<file path="src/design/bakery_ticket_arbiter_defines.svh">
// ----------------------------------------------------------------------------
// Bakery ticket arbiter assertion macros
// Shared concurrent assertion forms, clocked on clk_i and held off in reset.
// ----------------------------------------------------------------------------
`ifndef BAKERY_TICKET_ARBITER_DEFINES_SVH
`define BAKERY_TICKET_ARBITER_DEFINES_SVH

// Checks a property on every rising edge outside reset.
`define BTA_ASSERT(label, prop, msg) \
  label: assert property (@(posedge clk_i) disable iff (!rst_ni) prop) else $error(msg);

// Checks that a condition is followed by a consequence in the next cycle.
`define BTA_ASSERT_NEXT(label, cond, conseq, msg) \
  label: assert property (@(posedge clk_i) disable iff (!rst_ni) (cond) |=> (conseq)) \
    else $error(msg);

`endif

</file>
<file path="src/design/bta_pkg.sv">
// ----------------------------------------------------------------------------
// Bakery ticket arbiter package
// Sizes, codes, state encoding and structures shared by the arbiter modules.
// ----------------------------------------------------------------------------
`timescale 1ns / 1ps
`default_nettype none

package bta_pkg;

  localparam int CLIENTS      = 16;
  localparam int TICKET_BITS  = 8;
  localparam int CLIENT_W     = 4;
  localparam int TICKET_OUT_W = 8;
  localparam int IDX_W        = (CLIENTS > 1) ? $clog2(CLIENTS) : 1;
  localparam int CNT_W        = $clog2(CLIENTS + 1);
  localparam int EXT_W        = (CNT_W > CLIENT_W) ? CNT_W : CLIENT_W;
  localparam int IN_DATA_W    = 8;
  localparam int OUT_DATA_W   = 16;

  localparam logic [TICKET_BITS-1:0] TICKET_MAX = '1;

  typedef enum logic [1:0] {
    STATUS_OK         = 2'd0,
    STATUS_WAITING    = 2'd1,
    STATUS_OVERFLOW   = 2'd2,
    STATUS_NOT_HOLDER = 2'd3
  } status_e;

  typedef enum logic [2:0] {
    ST_IDLE,
    ST_SCAN,
    ST_DECIDE,
    ST_RESCAN,
    ST_FINISH
  } state_e;

  typedef struct packed {
    logic                   busy;
    logic                   last;
    logic [TICKET_BITS-1:0] top;
    logic [TICKET_BITS-1:0] own;
    logic                   found;
    logic [IDX_W-1:0]       holder;
  } scan_res_t;

endpackage

`default_nettype wire

</file>
<file path="src/design/bta_ticket_file.sv">
// ----------------------------------------------------------------------------
// Bakery ticket file
// One ticket register per client, cleared by reset, one write and one read port.
// ----------------------------------------------------------------------------
`timescale 1ns / 1ps
`default_nettype none

module bta_ticket_file (
  input  logic                            clk_i,
  input  logic                            rst_ni,
  input  logic                            we_i,
  input  logic [bta_pkg::IDX_W-1:0]       waddr_i,
  input  logic [bta_pkg::TICKET_BITS-1:0] wdata_i,
  input  logic [bta_pkg::IDX_W-1:0]       raddr_i,
  output logic [bta_pkg::TICKET_BITS-1:0] rdata_o
);

  logic [bta_pkg::TICKET_BITS-1:0] tickets_q [bta_pkg::CLIENTS];

  always_ff @(posedge clk_i or negedge rst_ni) begin
    if (!rst_ni) begin
      for (int k = 0; k < bta_pkg::CLIENTS; k++) begin
        tickets_q[k] <= '0;
      end
    end else if (we_i) begin
      tickets_q[waddr_i] <= wdata_i;
    end
  end

  assign rdata_o = tickets_q[raddr_i];

endmodule

`default_nettype wire

</file>
<file path="src/design/bta_scan_unit.sv">
// ----------------------------------------------------------------------------
// Bakery ticket scan unit
// Walks the ticket file one entry per cycle, tracking the largest ticket,
// the smallest nonzero ticket with its index, and the requester's own ticket.
// ----------------------------------------------------------------------------
`timescale 1ns / 1ps
`default_nettype none

module bta_scan_unit (
  input  logic                            clk_i,
  input  logic                            rst_ni,
  input  logic                            start_i,
  input  logic [bta_pkg::EXT_W-1:0]       client_i,
  input  logic [bta_pkg::TICKET_BITS-1:0] rd_data_i,
  output logic [bta_pkg::IDX_W-1:0]       rd_addr_o,
  output bta_pkg::scan_res_t              res_o
);

  logic                            busy_q;
  logic [bta_pkg::IDX_W-1:0]       idx_q;
  logic [bta_pkg::TICKET_BITS-1:0] top_q;
  logic [bta_pkg::TICKET_BITS-1:0] best_q;
  logic [bta_pkg::TICKET_BITS-1:0] own_q;
  logic                            found_q;
  logic [bta_pkg::IDX_W-1:0]       holder_q;

  logic idx_last;
  logic own_hit;
  logic take_top;
  logic take_min;

  always_comb begin
    idx_last = (idx_q == bta_pkg::IDX_W'(bta_pkg::CLIENTS - 1));
    own_hit  = (bta_pkg::EXT_W'(idx_q) == client_i);
    take_top = (rd_data_i > top_q);
    take_min = (rd_data_i != '0) && (!found_q || (rd_data_i < best_q));
  end

  always_ff @(posedge clk_i or negedge rst_ni) begin
    if (!rst_ni) begin
      busy_q   <= 1'b0;
      idx_q    <= '0;
      top_q    <= '0;
      best_q   <= '0;
      own_q    <= '0;
      found_q  <= 1'b0;
      holder_q <= '0;
    end else if (start_i) begin
      busy_q   <= 1'b1;
      idx_q    <= '0;
      top_q    <= '0;
      best_q   <= '0;
      own_q    <= '0;
      found_q  <= 1'b0;
      holder_q <= '0;
    end else if (busy_q) begin
      if (take_top) begin
        top_q <= rd_data_i;
      end
      if (take_min) begin
        best_q   <= rd_data_i;
        found_q  <= 1'b1;
        holder_q <= idx_q;
      end
      if (own_hit) begin
        own_q <= rd_data_i;
      end
      if (idx_last) begin
        busy_q <= 1'b0;
      end else begin
        idx_q <= idx_q + 1'b1;
      end
    end
  end

  assign rd_addr_o = idx_q;

  always_comb begin
    res_o.busy   = busy_q;
    res_o.last   = busy_q && idx_last;
    res_o.top    = top_q;
    res_o.own    = own_q;
    res_o.found  = found_q;
    res_o.holder = holder_q;
  end

endmodule

`default_nettype wire

</file>
<file path="src/design/bakery_ticket_arbiter.sv">
// ----------------------------------------------------------------------------
// Bakery ticket arbiter
// Ticket-based lock arbiter: requests draw tickets, the smallest ticket holds.
// ----------------------------------------------------------------------------
// Usage:
// Each slave-side transaction is one event: tuser carries the operation
// (0 request a ticket, 1 release the lock) and tdata carries the client.
// Every event yields exactly one master-side transaction with the status,
// the ticket drawn, and the lock grant after the event.
// The slave side takes one event at a time. A request or a rejected
// release presents its result after a single scan of the ticket file;
// an accepted release scans the file a second time, since the grant is
// found again after the holder's ticket is cleared.
// The next event can be accepted in the cycle after the result is loaded.
// The scan unit reads one ticket per cycle.
// Reset clears every ticket, so no client waits and no lock is granted.
// The result sits in an output register; while the receiver stalls, the
// next event is still accepted and worked on, and its result waits until
// the output register is free.
// ----------------------------------------------------------------------------
`timescale 1ns / 1ps
`default_nettype none

`include "bakery_ticket_arbiter_defines.svh"

module bakery_ticket_arbiter (
  input  logic                           clk_i,
  input  logic                           rst_ni,
  input  logic                           s_axis_tvalid,
  output logic                           s_axis_tready,
  // tdata: [3:0] client, [7:4] zero.
  input  logic [bta_pkg::IN_DATA_W-1:0]  s_axis_tdata,
  // tuser: [0] op.
  input  logic                           s_axis_tuser,
  output logic                           m_axis_tvalid,
  input  logic                           m_axis_tready,
  // tdata: [1:0] status, [9:2] ticket, [10] grant_valid, [14:11] grant_client,
  // [15] zero.
  output logic [bta_pkg::OUT_DATA_W-1:0] m_axis_tdata
);

  bta_pkg::state_e    state_q, state_d;
  bta_pkg::scan_res_t scan_res;

  logic                             op_q;
  logic [bta_pkg::CLIENT_W-1:0]     client_q;
  logic [bta_pkg::EXT_W-1:0]        client_ext;
  bta_pkg::status_e                 status_q, status_d;
  logic [bta_pkg::TICKET_OUT_W-1:0] ticket_q, ticket_d;
  logic                             grant_valid_q, grant_valid_d;
  logic [bta_pkg::CLIENT_W-1:0]     grant_client_q, grant_client_d;
  logic                             rescan_q;
  logic                             m_valid_q;
  logic [bta_pkg::OUT_DATA_W-1:0]   m_data_q;

  logic                            s_accept;
  logic                            out_free;
  logic                            scan_start;
  logic                            wr_en;
  logic [bta_pkg::TICKET_BITS-1:0] wr_data;
  logic [bta_pkg::IDX_W-1:0]       rd_addr;
  logic [bta_pkg::TICKET_BITS-1:0] rd_data;
  logic                            in_range;
  logic                            is_holder;
  logic                            req_ok;
  logic                            rel_ok;
  logic [bta_pkg::TICKET_BITS-1:0] new_ticket;
  logic                            load_out;
  logic                            fin_valid;
  logic [bta_pkg::CLIENT_W-1:0]    fin_client;

  assign s_accept   = s_axis_tvalid && s_axis_tready;
  assign out_free   = !m_valid_q || m_axis_tready;
  assign client_ext = bta_pkg::EXT_W'(client_q);

  bta_ticket_file u_ticket_file (
    .clk_i   (clk_i),
    .rst_ni  (rst_ni),
    .we_i    (wr_en),
    .waddr_i (bta_pkg::IDX_W'(client_q)),
    .wdata_i (wr_data),
    .raddr_i (rd_addr),
    .rdata_o (rd_data)
  );

  bta_scan_unit u_scan_unit (
    .clk_i     (clk_i),
    .rst_ni    (rst_ni),
    .start_i   (scan_start),
    .client_i  (client_ext),
    .rd_data_i (rd_data),
    .rd_addr_o (rd_addr),
    .res_o     (scan_res)
  );

  always_comb begin
    in_range   = (client_ext < bta_pkg::EXT_W'(bta_pkg::CLIENTS));
    is_holder  = scan_res.found && (bta_pkg::EXT_W'(scan_res.holder) == client_ext);
    new_ticket = scan_res.top + 1'b1;
    req_ok     = in_range && !op_q && (scan_res.own == '0) &&
                 (scan_res.top != bta_pkg::TICKET_MAX);
    rel_ok     = in_range && op_q && is_holder;

    priority if (!in_range) begin
      status_d = bta_pkg::STATUS_NOT_HOLDER;
    end else if (!op_q && (scan_res.own != '0)) begin
      status_d = bta_pkg::STATUS_WAITING;
    end else if (!op_q && (scan_res.top == bta_pkg::TICKET_MAX)) begin
      status_d = bta_pkg::STATUS_OVERFLOW;
    end else if (op_q && !is_holder) begin
      status_d = bta_pkg::STATUS_NOT_HOLDER;
    end else begin
      status_d = bta_pkg::STATUS_OK;
    end

    ticket_d = req_ok ? bta_pkg::TICKET_OUT_W'(new_ticket) : '0;

    if (req_ok) begin
      grant_valid_d  = 1'b1;
      grant_client_d = scan_res.found ? bta_pkg::CLIENT_W'(scan_res.holder) : client_q;
    end else begin
      grant_valid_d  = scan_res.found;
      grant_client_d = scan_res.found ? bta_pkg::CLIENT_W'(scan_res.holder) : '0;
    end

    fin_valid  = rescan_q ? scan_res.found : grant_valid_q;
    fin_client = rescan_q ? (scan_res.found ? bta_pkg::CLIENT_W'(scan_res.holder) : '0)
                          : grant_client_q;
  end

  always_comb begin
    state_d = state_q;
    unique case (state_q)
      bta_pkg::ST_IDLE: begin
        if (s_accept) begin
          state_d = bta_pkg::ST_SCAN;
        end
      end
      bta_pkg::ST_SCAN: begin
        if (scan_res.last) begin
          state_d = bta_pkg::ST_DECIDE;
        end
      end
      bta_pkg::ST_DECIDE: begin
        state_d = rel_ok ? bta_pkg::ST_RESCAN : bta_pkg::ST_FINISH;
      end
      bta_pkg::ST_RESCAN: begin
        if (scan_res.last) begin
          state_d = bta_pkg::ST_FINISH;
        end
      end
      bta_pkg::ST_FINISH: begin
        if (out_free) begin
          state_d = bta_pkg::ST_IDLE;
        end
      end
      default: begin
        state_d = bta_pkg::ST_IDLE;
      end
    endcase
  end

  always_comb begin
    s_axis_tready = (state_q == bta_pkg::ST_IDLE);
    scan_start    = s_accept || ((state_q == bta_pkg::ST_DECIDE) && rel_ok);
    wr_en         = (state_q == bta_pkg::ST_DECIDE) && (req_ok || rel_ok);
    wr_data       = req_ok ? new_ticket : '0;
    load_out      = (state_q == bta_pkg::ST_FINISH) && out_free;
  end

  always_ff @(posedge clk_i or negedge rst_ni) begin
    if (!rst_ni) begin
      state_q   <= bta_pkg::ST_IDLE;
      m_valid_q <= 1'b0;
      rescan_q  <= 1'b0;
    end else begin
      state_q <= state_d;
      if (load_out) begin
        m_valid_q <= 1'b1;
      end else if (m_axis_tready) begin
        m_valid_q <= 1'b0;
      end
      if (state_q == bta_pkg::ST_DECIDE) begin
        rescan_q <= rel_ok;
      end
    end
  end

  always_ff @(posedge clk_i) begin
    if (s_accept) begin
      op_q     <= s_axis_tuser;
      client_q <= s_axis_tdata[bta_pkg::CLIENT_W-1:0];
    end
    if (state_q == bta_pkg::ST_DECIDE) begin
      status_q       <= status_d;
      ticket_q       <= ticket_d;
      grant_valid_q  <= grant_valid_d;
      grant_client_q <= grant_client_d;
    end
    if (load_out) begin
      m_data_q <= {1'b0, fin_client, fin_valid, ticket_q, status_q};
    end
  end

  assign m_axis_tvalid = m_valid_q;
  assign m_axis_tdata  = m_data_q;

  `BTA_ASSERT(a_ready_only_when_scan_idle,
              s_axis_tready |-> !scan_res.busy,
              "event accepted during a scan")
  `BTA_ASSERT_NEXT(a_accept_starts_scan,
                   s_accept,
                   scan_res.busy && (state_q == bta_pkg::ST_SCAN),
                   "accepted event did not start a scan")
  `BTA_ASSERT(a_write_only_on_decide,
              wr_en |-> (state_q == bta_pkg::ST_DECIDE) && !scan_res.busy,
              "ticket written outside the decision step")
  `BTA_ASSERT(a_ticket_only_when_ok,
              m_axis_tvalid && (m_axis_tdata[9:2] != '0) |->
                (m_axis_tdata[1:0] == bta_pkg::STATUS_OK),
              "ticket returned with a failing status")

endmodule

`default_nettype wire
</file>
<file path="config.mk">
export PLATFORM = sky130hd
export DESIGN_NAME = bakery_ticket_arbiter
export DESIGN_NICKNAME = d
export VERILOG_FILES = /design/src/design/bta_pkg.sv /design/src/design/bta_ticket_file.sv /design/src/design/bta_scan_unit.sv /design/src/design/bakery_ticket_arbiter.sv
export VERILOG_INCLUDE_DIRS = /design/src /design/src/design
export SDC_FILE = /design/constraint.sdc
export NUM_CORES = 1
export LEC_CHECK = 0
export BUFFER_PORTS_ARGS = -buffer_cell sky130_fd_sc_hd__buf_4
export CAP_MARGIN = 15
export CORE_MARGIN = 4
export CORE_UTILIZATION = 30
export DETAILED_ROUTE_END_ITERATION = 6
export SETUP_SLACK_MARGIN = 0.2
export SLEW_MARGIN = 20
export SYNTH_ARGS = -nofsm -noshare
export SYNTH_HDL_FRONTEND = slang
export SYNTH_SLANG_ARGS = --single-unit
</file>
<file path="constraint.sdc">
create_clock -name clk_i -period 6.3 [get_ports clk_i]
set_input_delay 0.315 -clock clk_i [delete_from_list [all_inputs] [get_ports clk_i]]
set_output_delay 0.315 -clock clk_i [all_outputs]
set_load 0.005 [all_outputs]
</file>
==> results of run 1 <==
[synth_stat cells, types with 4 or more instances]
cell type and n:
ha_1 17, xor2_1 8, clkbuf_1 48, a211oi_1 5, a21oi_1 21, or3_1 12, inv_1 34, xnor2_1 8
nand4_1 8, a22o_1 5, or4_1 4, edfxtp_1 35, o21ai_1 10, buf_2 9, nand2b_1 7, a22oi_1 6
a221oi_1 16, nor2_1 36, mux2_2 17, o21ai_0 126, mux2i_1 44, nor2b_1 5, dfrtp_1 167, nor3_1 17
nand2_1 135, nand3_1 21, mux4_2 16
[layout by cell type, fill, tap and decap left out, types with 10 or more instances in the layout]
master / synthesis / layout
o21ai_1: 10 / 10
buf_4: 3 / 37
ha_1: 17 / 17
dfrtp_1: 167 / 166
a221oi_1: 16 / 16
or3_1: 12 / 12
clkbuf_16: 0 / 23
nand2_1: 135 / 134
a21oi_1: 21 / 21
mux2_2: 17 / 17
o21ai_0: 126 / 126
mux2i_1: 44 / 44
inv_1: 34 / 34
nor2_1: 36 / 36
mux4_2: 16 / 16
nor3_1: 17 / 17
edfxtp_1: 35 / 35
nand3_1: 21 / 21
[cell type report]
| cell class | count | area (µm²) | share of cell area |
|---|---|---|---|
| multi-input cells | 576 | 3710 | 0.346 |
| clock inverters | 13 | 175 | 0.0163 |
| clock buffers | 29 | 648 | 0.0603 |
| well taps | 396 | 495 | 0.0461 |
| flip-flops and latches | 202 | 5230 | 0.487 |
| inverters | 35 | 131 | 0.0122 |
| repair buffers | 44 | 349 | 0.0325 |
[cells by family after synthesis]
| kind of cell | Yosys count | share of synthesized area |
|---|---|---|
| AND/OR/NAND/NOR | 260 | 0.125 |
| multiplexers | 77 | 0.106 |
| buffers and inverters | 100 | 0.0449 |
| flip-flops | 202 | 0.559 |
| AO/OA/AOI/OAI | 205 | 0.127 |
| adder cells (fa/ha/maj) | 17 | 0.0227 |
| XOR/XNOR | 16 | 0.0150 |
| other | 1 | 0.000401 |
[worst max-delay path: stages (launching register included)]
cell      delay (ns)
dfrtp_2         0.96
buf_4           0.37
buf_4           0.20
mux4_2          0.55
nor3_1          0.25
nor2_1          0.23
ha_1            0.23
a211oi_1        0.33
nand4_1         0.19
a31oi_1         0.55
buf_4           0.26
a21oi_1         0.07
a211oi_1        0.21
[metal layers]
layer / vias up / global-route usage / routed length, µm
li1: 3110 / - / -
met1: 3203 / 0.180 / 10100
met2: 144 / 0.200 / 9820
met3: 50 / 0.0314 / 1280
met4: 0 / 0.0485 / 875
met5: - / 0 / 0
[what timing repair did]
item,4_1_cts,5_1_grt
hold buffers,6,0
resized for setup,0,0
endpoints found under the hold margin,104,0
[final timing paths]
path | start | end | slack [ns] | depth (start not counted)
max in group asynchronous | rst_ni | u_scan_unit.rd_addr_o[0]$_DFFE_PN0P_ | 4.31 | 3
worst max-delay path | u_scan_unit.rd_addr_o[0]$_DFFE_PN0P_ | u_scan_unit.best_q[0]$_DFFE_PN0P_ | 1.74 | 12
worst min register to register | ticket_q[2]$_DFFE_PP_ | m_axis_tdata[4]$_DFFE_PP_ | 0.42 | 0
worst min-delay path | m_axis_tready | m_axis_tvalid$_DFFE_PN0P_ | 0.08 | 3
min in group asynchronous | rst_ni | u_ticket_file.tickets_q[43]$_DFFE_PN0P_ | 0.50 | 2
worst max register to register | u_scan_unit.rd_addr_o[0]$_DFFE_PN0P_ | u_scan_unit.best_q[0]$_DFFE_PN0P_ | 1.74 | 12
[report_power, final]
| part | total, mW | switching (mW) | internal, mW |
|---|---|---|---|
| Combinational | 1.72 | 1.03 | 0.690 |
| Sequential | 1.76 | 0.226 | 1.53 |
| Clock | 1.43 | 0.536 | 0.892 |
| Total | 4.90 | 1.79 | 3.11 |
[sequential cells by signal, summed over array words and instances (netlist names)]
name / count
u_scan_unit.best_q: 8
ticket_q: 8
grant_client_q: 4
state_q: 3
rescan_q: 1
status_q: 2
m_axis_tdata: 15
u_scan_unit.busy_q: 1
u_scan_unit.holder_q: 4
m_axis_tvalid: 1
u_scan_unit.found_q: 1
client_q: 4
u_ticket_file.tickets_q: 128
u_scan_unit.rd_addr_o: 4
u_scan_unit.top_q: 8
op_q: 1
u_scan_unit.own_q: 8
grant_valid_q: 1
==> flow_metrics.py, run 1 <==
metrics = {
    "yosys": {
        "synth_top_area_frac": 0.447,
        "synth_warnings": 0,
        "netlist_area_um2": 9350,
        "synth_top_cell_by_area": "dfrtp_1",
        "synth_enable_flop_cells": 35,
        "ys_seq_area_frac": 0.559,
        "ys_seq_elements": 202,
        "ys.flop_type": "dfrtp_1",
        "async_flop_share": 0.827,
        "synth.area.top_cells": "dfrtp_1 (45%), edfxtp_1 (11%), o21ai_0 (6.7%)",
        "syn_nets": 908,
        "syn_avg_cell_area_um2": 10.7,
        "syn_inst": 878,
        "ys_types": 52,
    },
    "floorplan": {
        "dieHeight_um": 185,
        "die_w_um": 185,
        "start_util": 0.305,
        "dieArea_um2": 34100,
        "core_area_um2": 30700,
        "io_pins": 31,
        "rows": 64,
    },
    "placed_design": {
        "dp_slack_ns": 1.85,
        "dp_cells": 1247,
        "dpl_cell_area_um2": 9860,
        "dp_hpwl_mm": 14.7,
        "gp_congestion": 0.825,
        "io_buffer_count": 25,
    },
    "worst_setup_path": {
        "required_ns": 6.71,
        "start_kind": "flip-flop",
        "crit_path_end_kind": "flip-flop",
        "setup.worst_path.class": "reg2reg",
        "cp_max_fo": 29,
        "critPathArrivalTime_ns": 4.97,
    },
    "timing": {
        "max_slew_margin": 0.372,
        "hold_viol_final": 0,
        "finalCritPeriodShare": 0.724,
        "fmax_mhz": 219,
        "tns_ns": 0,
        "worst_slack_ns": 1.74,
        "clock_skew_ns": 0.00903,
        "holdWs_ns": 0.0836,
        "period_needed_ns": 4.56,
        "setup_violations": 0,
        "rsz0062_at_grt": "no",
        "tightest_slew_ns": 0.943,
        "maxSlewViolCount": 0,
    },
    "cells_and_area": {
        "antenna_cells": 0,
        "layout-drive-gt1-share": 0.135,
        "postLayoutCellArea_um2": 10700,
        "fillers": 3054,
        "final_cells": 1295,
        "fin_util": 0.350,
        "area_growth_pct": 14.8,
        "final_nets": 912,
    },
    "detailed_routing": {
        "initialDrtViolationCount": 422,
        "dr.pass1.iters": 5,
        "final_antenna_net_count": 0,
        "totalWireLength_mm": 22.1,
        "avgViaCountPerCell": 5.02,
        "vias": 6507,
        "wire_per_inst_um": 17.0,
        "drc_errors": 0,
    },
    "power_and_ir_drop": {
        "vdd_drop_max_mv": 0.203,
        "power.leakage_nw": 4.61,
        "power_density_nw_per_um2": 456,
        "finalPower_mw": 4.90,
    },
    "global_routing": {
        "grt_overflow": 0,
        "grt_pass1_wl_mm": 35.6,
        "grt_usage": 0.131,
        "grt_max_degree": 101,
        "grt_pass1_vias": 6414,
        "antenna_found_initial": 0,
    },
    "cts": {
        "cts_root_buf": "clkbuf_16",
        "clock_latency_ns": 0.51,
        "post-cts-setup-buffers": 0,
        "clock_sinks": 202,
        "cts_buffer_depth": 3,
        "cts_tree": "yes",
        "htree_num_levels": 1,
        "clkTransAtPathRegs_ns": 0.06,
        "cts_made_buffers": 23,
    },
    "outcome": {
        "status": "finished, final reports clean",
    },
    "min_path": {
        "hold_path.class": "in2reg",
    },
    "run": {
        "cap_violations": 0,
    },
}
(Power assumes the default switching activity.)
==> run 2, diff against run 1 <==
==> constraint.sdc (replaced) <==
create_clock -name clk_i -period 3.93 [get_ports clk_i]
set_input_delay 0.1965 -clock clk_i [delete_from_list [all_inputs] [get_ports clk_i]]
set_output_delay 0.1965 -clock clk_i [all_outputs]
set_load 0.005 [all_outputs]
==> flow_metrics.py, run 2 (same netlist as run 1, synthesis figures left out) <==
metrics = {
    "worst_setup_path": {
        "crit_start": "u_scan_unit.rd_addr_o[0]$_DFFE_PN0P_",
        "crit_path_end_kind": "flip-flop",
        "critPathArrivalTime_ns": 3.91,
        "r2r_slack_ns": 0.43,
        "crit_path_cell_trace": "buf_12 > mux4_2 > a22oi_1 > nand2_1 > ha_1 > a21o_1 > a21o_1 > a21oi_1 > o21ai_0 > a31oi_1 > buf_4 > a21oi_1 > a211oi_1",
        "r2r_start": "u_scan_unit.rd_addr_o[0]$_DFFE_PN0P_",
        "path_buf_inv": 2,
        "setup.worst_path.class": "reg2reg",
        "slowest_delay_ns": 0.59,
        "required_ns": 4.34,
        "crit_slowest_cell": "mux4_2",
        "reg2regPathDepth": 13,
        "r2r_end": "u_scan_unit.best_q[0]$_DFFE_PN0P_",
        "cp_max_fo": 33,
        "cp_top_family": "compound AO/OA/AOI/OAI gates",
        "start_kind": "flip-flop",
    },
    "floorplan": {
        "dieArea_um2": 34100,
        "die_w_um": 185,
        "rows": 64,
        "core_area_um2": 30700,
        "dieHeight_um": 185,
        "io_pins": 31,
        "start_util": 0.305,
    },
    "timing": {
        "period_needed_ns": 3.50,
        "hold_viol_final": 0,
        "rsz0062_at_grt": "no",
        "maxSlewViolCount": 0,
        "fmax_mhz": 286,
        "max_slew_margin": 0.501,
        "clock_skew_ns": 0.0122,
        "tns_ns": 0,
        "finalCritPeriodShare": 0.891,
        "setup_violations": 0,
        "tightest_slew_ns": 0.746,
        "holdWs_ns": 0.300,
    },
    "detailed_routing": {
        "dr.pass1.iters": 5,
        "final_antenna_net_count": 0,
        "top_layer_used": "met4",
        "avgViaCountPerCell": 4.98,
        "wire_per_inst_um": 17.3,
        "initialDrtViolationCount": 470,
        "met2WireLength_mm": 10.5,
        "met3_length_mm": 1.25,
        "vias": 6491,
        "totalWireLength_mm": 22.5,
        "met1_length_mm": 10.2,
        "drc_errors": 0,
    },
    "placed_design": {
        "io_buffer_count": 25,
        "gp_congestion": 0.887,
        "dp_hpwl_mm": 15.0,
    },
    "run": {
        "cap_violations": 0,
    },
    "global_routing": {
        "grt_max_degree": 71,
        "grt_overflow": 0,
        "grt_usage": 0.133,
        "grt_pass1_vias": 6417,
        "antenna_found_initial": 0,
        "grt_pass1_wl_mm": 36.1,
    },
    "cts": {
        "htree_num_levels": 1,
        "clock_latency_ns": 0.51,
        "cts_tree": "yes",
        "clock_sinks": 202,
        "cts_root_buf": "clkbuf_16",
        "cts_made_buffers": 23,
        "clkTransAtPathRegs_ns": 0.06,
        "post-cts-setup-buffers": 0,
        "cts_buffer_depth": 3,
    },
    "power_and_ir_drop": {
        "p_switching_mw": 2.88,
        "seqPwrFrac": 0.345,
        "vdd_drop_max_mv": 0.404,
        "power.leakage_nw": 4.64,
        "clkPwrFrac": 0.276,
        "power_density_nw_per_um2": 725,
        "finalPower_mw": 7.82,
        "p_comb_frac": 0.379,
        "p_int_mw": 4.94,
        "swShare": 0.368,
    },
    "cells_and_area": {
        "regArea_um2": 5230,
        "multiInputGateArea_um2": 3720,
        "antenna_cells": 0,
        "largest_reg_flops": 128,
        "layout-drive-gt1-share": 0.141,
        "fillers": 3020,
        "top_register": "u_ticket_file.tickets_q",
        "area_growth_pct": 15.3,
        "layout_common_cells": "dfrtp_1 (166), nand2_1 (135), o21ai_0 (124)",
        "final_nets": 922,
        "final_common_cell": "dfrtp_1",
    },
    "outcome": {
        "status": "finished, final reports clean",
    },
    "min_path": {
        "hold_path.class": "in2async",
    },
}
run 2: changes by cell type in the layout (fill, tap and decap cells not counted), moves of 2 or more:
| cell | delta |
|---|---|
| buf_4 | +7 |
| clkinv_4 | +2 |
| o21ai_0 | -2 |
| clkbuf_1 | +2 |
| clkbuf_8 | -3 |
| o21ai_1 | +2 |
| dlygate4sd3_1 | +2 |
run 2: how the worst max path moves through the flow:
stage | endpoint | cells after the start
finish | u_scan_unit.best_q[0]$_DFFE_PN0P_ | 13
global route | u_scan_unit.best_q[6]$_DFFE_PN0P_ | 13
global placement | u_scan_unit.best_q[5]$_DFFE_PN0P_ | 13
detailed placement | u_scan_unit.best_q[3]$_DFFE_PN0P_ | 12
floorplan | u_scan_unit.best_q[1]$_DFFE_PN0P_ | 14
CTS | u_scan_unit.best_q[0]$_DFFE_PN0P_ | 12
run 2: repair_timing:
action,in CTS,in global routing
hold buffers,8,0
hold endpoints to repair,75,0
setup endpoints to repair,0,20
gates resized for setup,0,5
run 2: power groups by stage:
stage | Sequential [mW] | Combinational (mW) | Clock, mW
2_1_floorplan | 2.62 | 2.17 | 0
4_1_cts | 2.69 | 2.96 | 2.21
3_5_place_dp | 2.72 | 2.94 | 0
5_1_grt | 2.73 | 3.31 | 2.29
6_report | 2.70 | 2.97 | 2.16
3_3_place_gp | 2.72 | 2.90 | 0
run 2: per-stage QoR:
stage / setup slack [ns] / cell area, µm² / instances / utilization
floorplan: 0.602 / 9350 / 878 / -
global placement: 0.456 / 9930 / 1255 / 0.324
detailed placement: 0.376 / 9930 / 1255 / 0.324
CTS: 0.348 / 10800 / 1304 / 0.351
global route: 0.211 / 10800 / 1304 / 0.352
finish: 0.429 / 10800 / 1304 / 0.352
run 2: area by class of cell:
cell class,instances,share of cell area
Timing Repair Buffer,54,0.0409
Tap cell,396,0.0459
Clock buffer,28,0.0570
Sequential cell,202,0.485
Multi-Input combinational cell,576,0.345
Inverter,35,0.0122
Clock inverter,13,0.0140
run 2: metal layers:
layer | GRT usage | vias to the layer above
li1 | - | 3135
met1 | 0.181 | 3162
met2 | 0.217 | 158
met3 | 0.0282 | 36
met4 | 0.0331 | 0
met5 | 0 | -
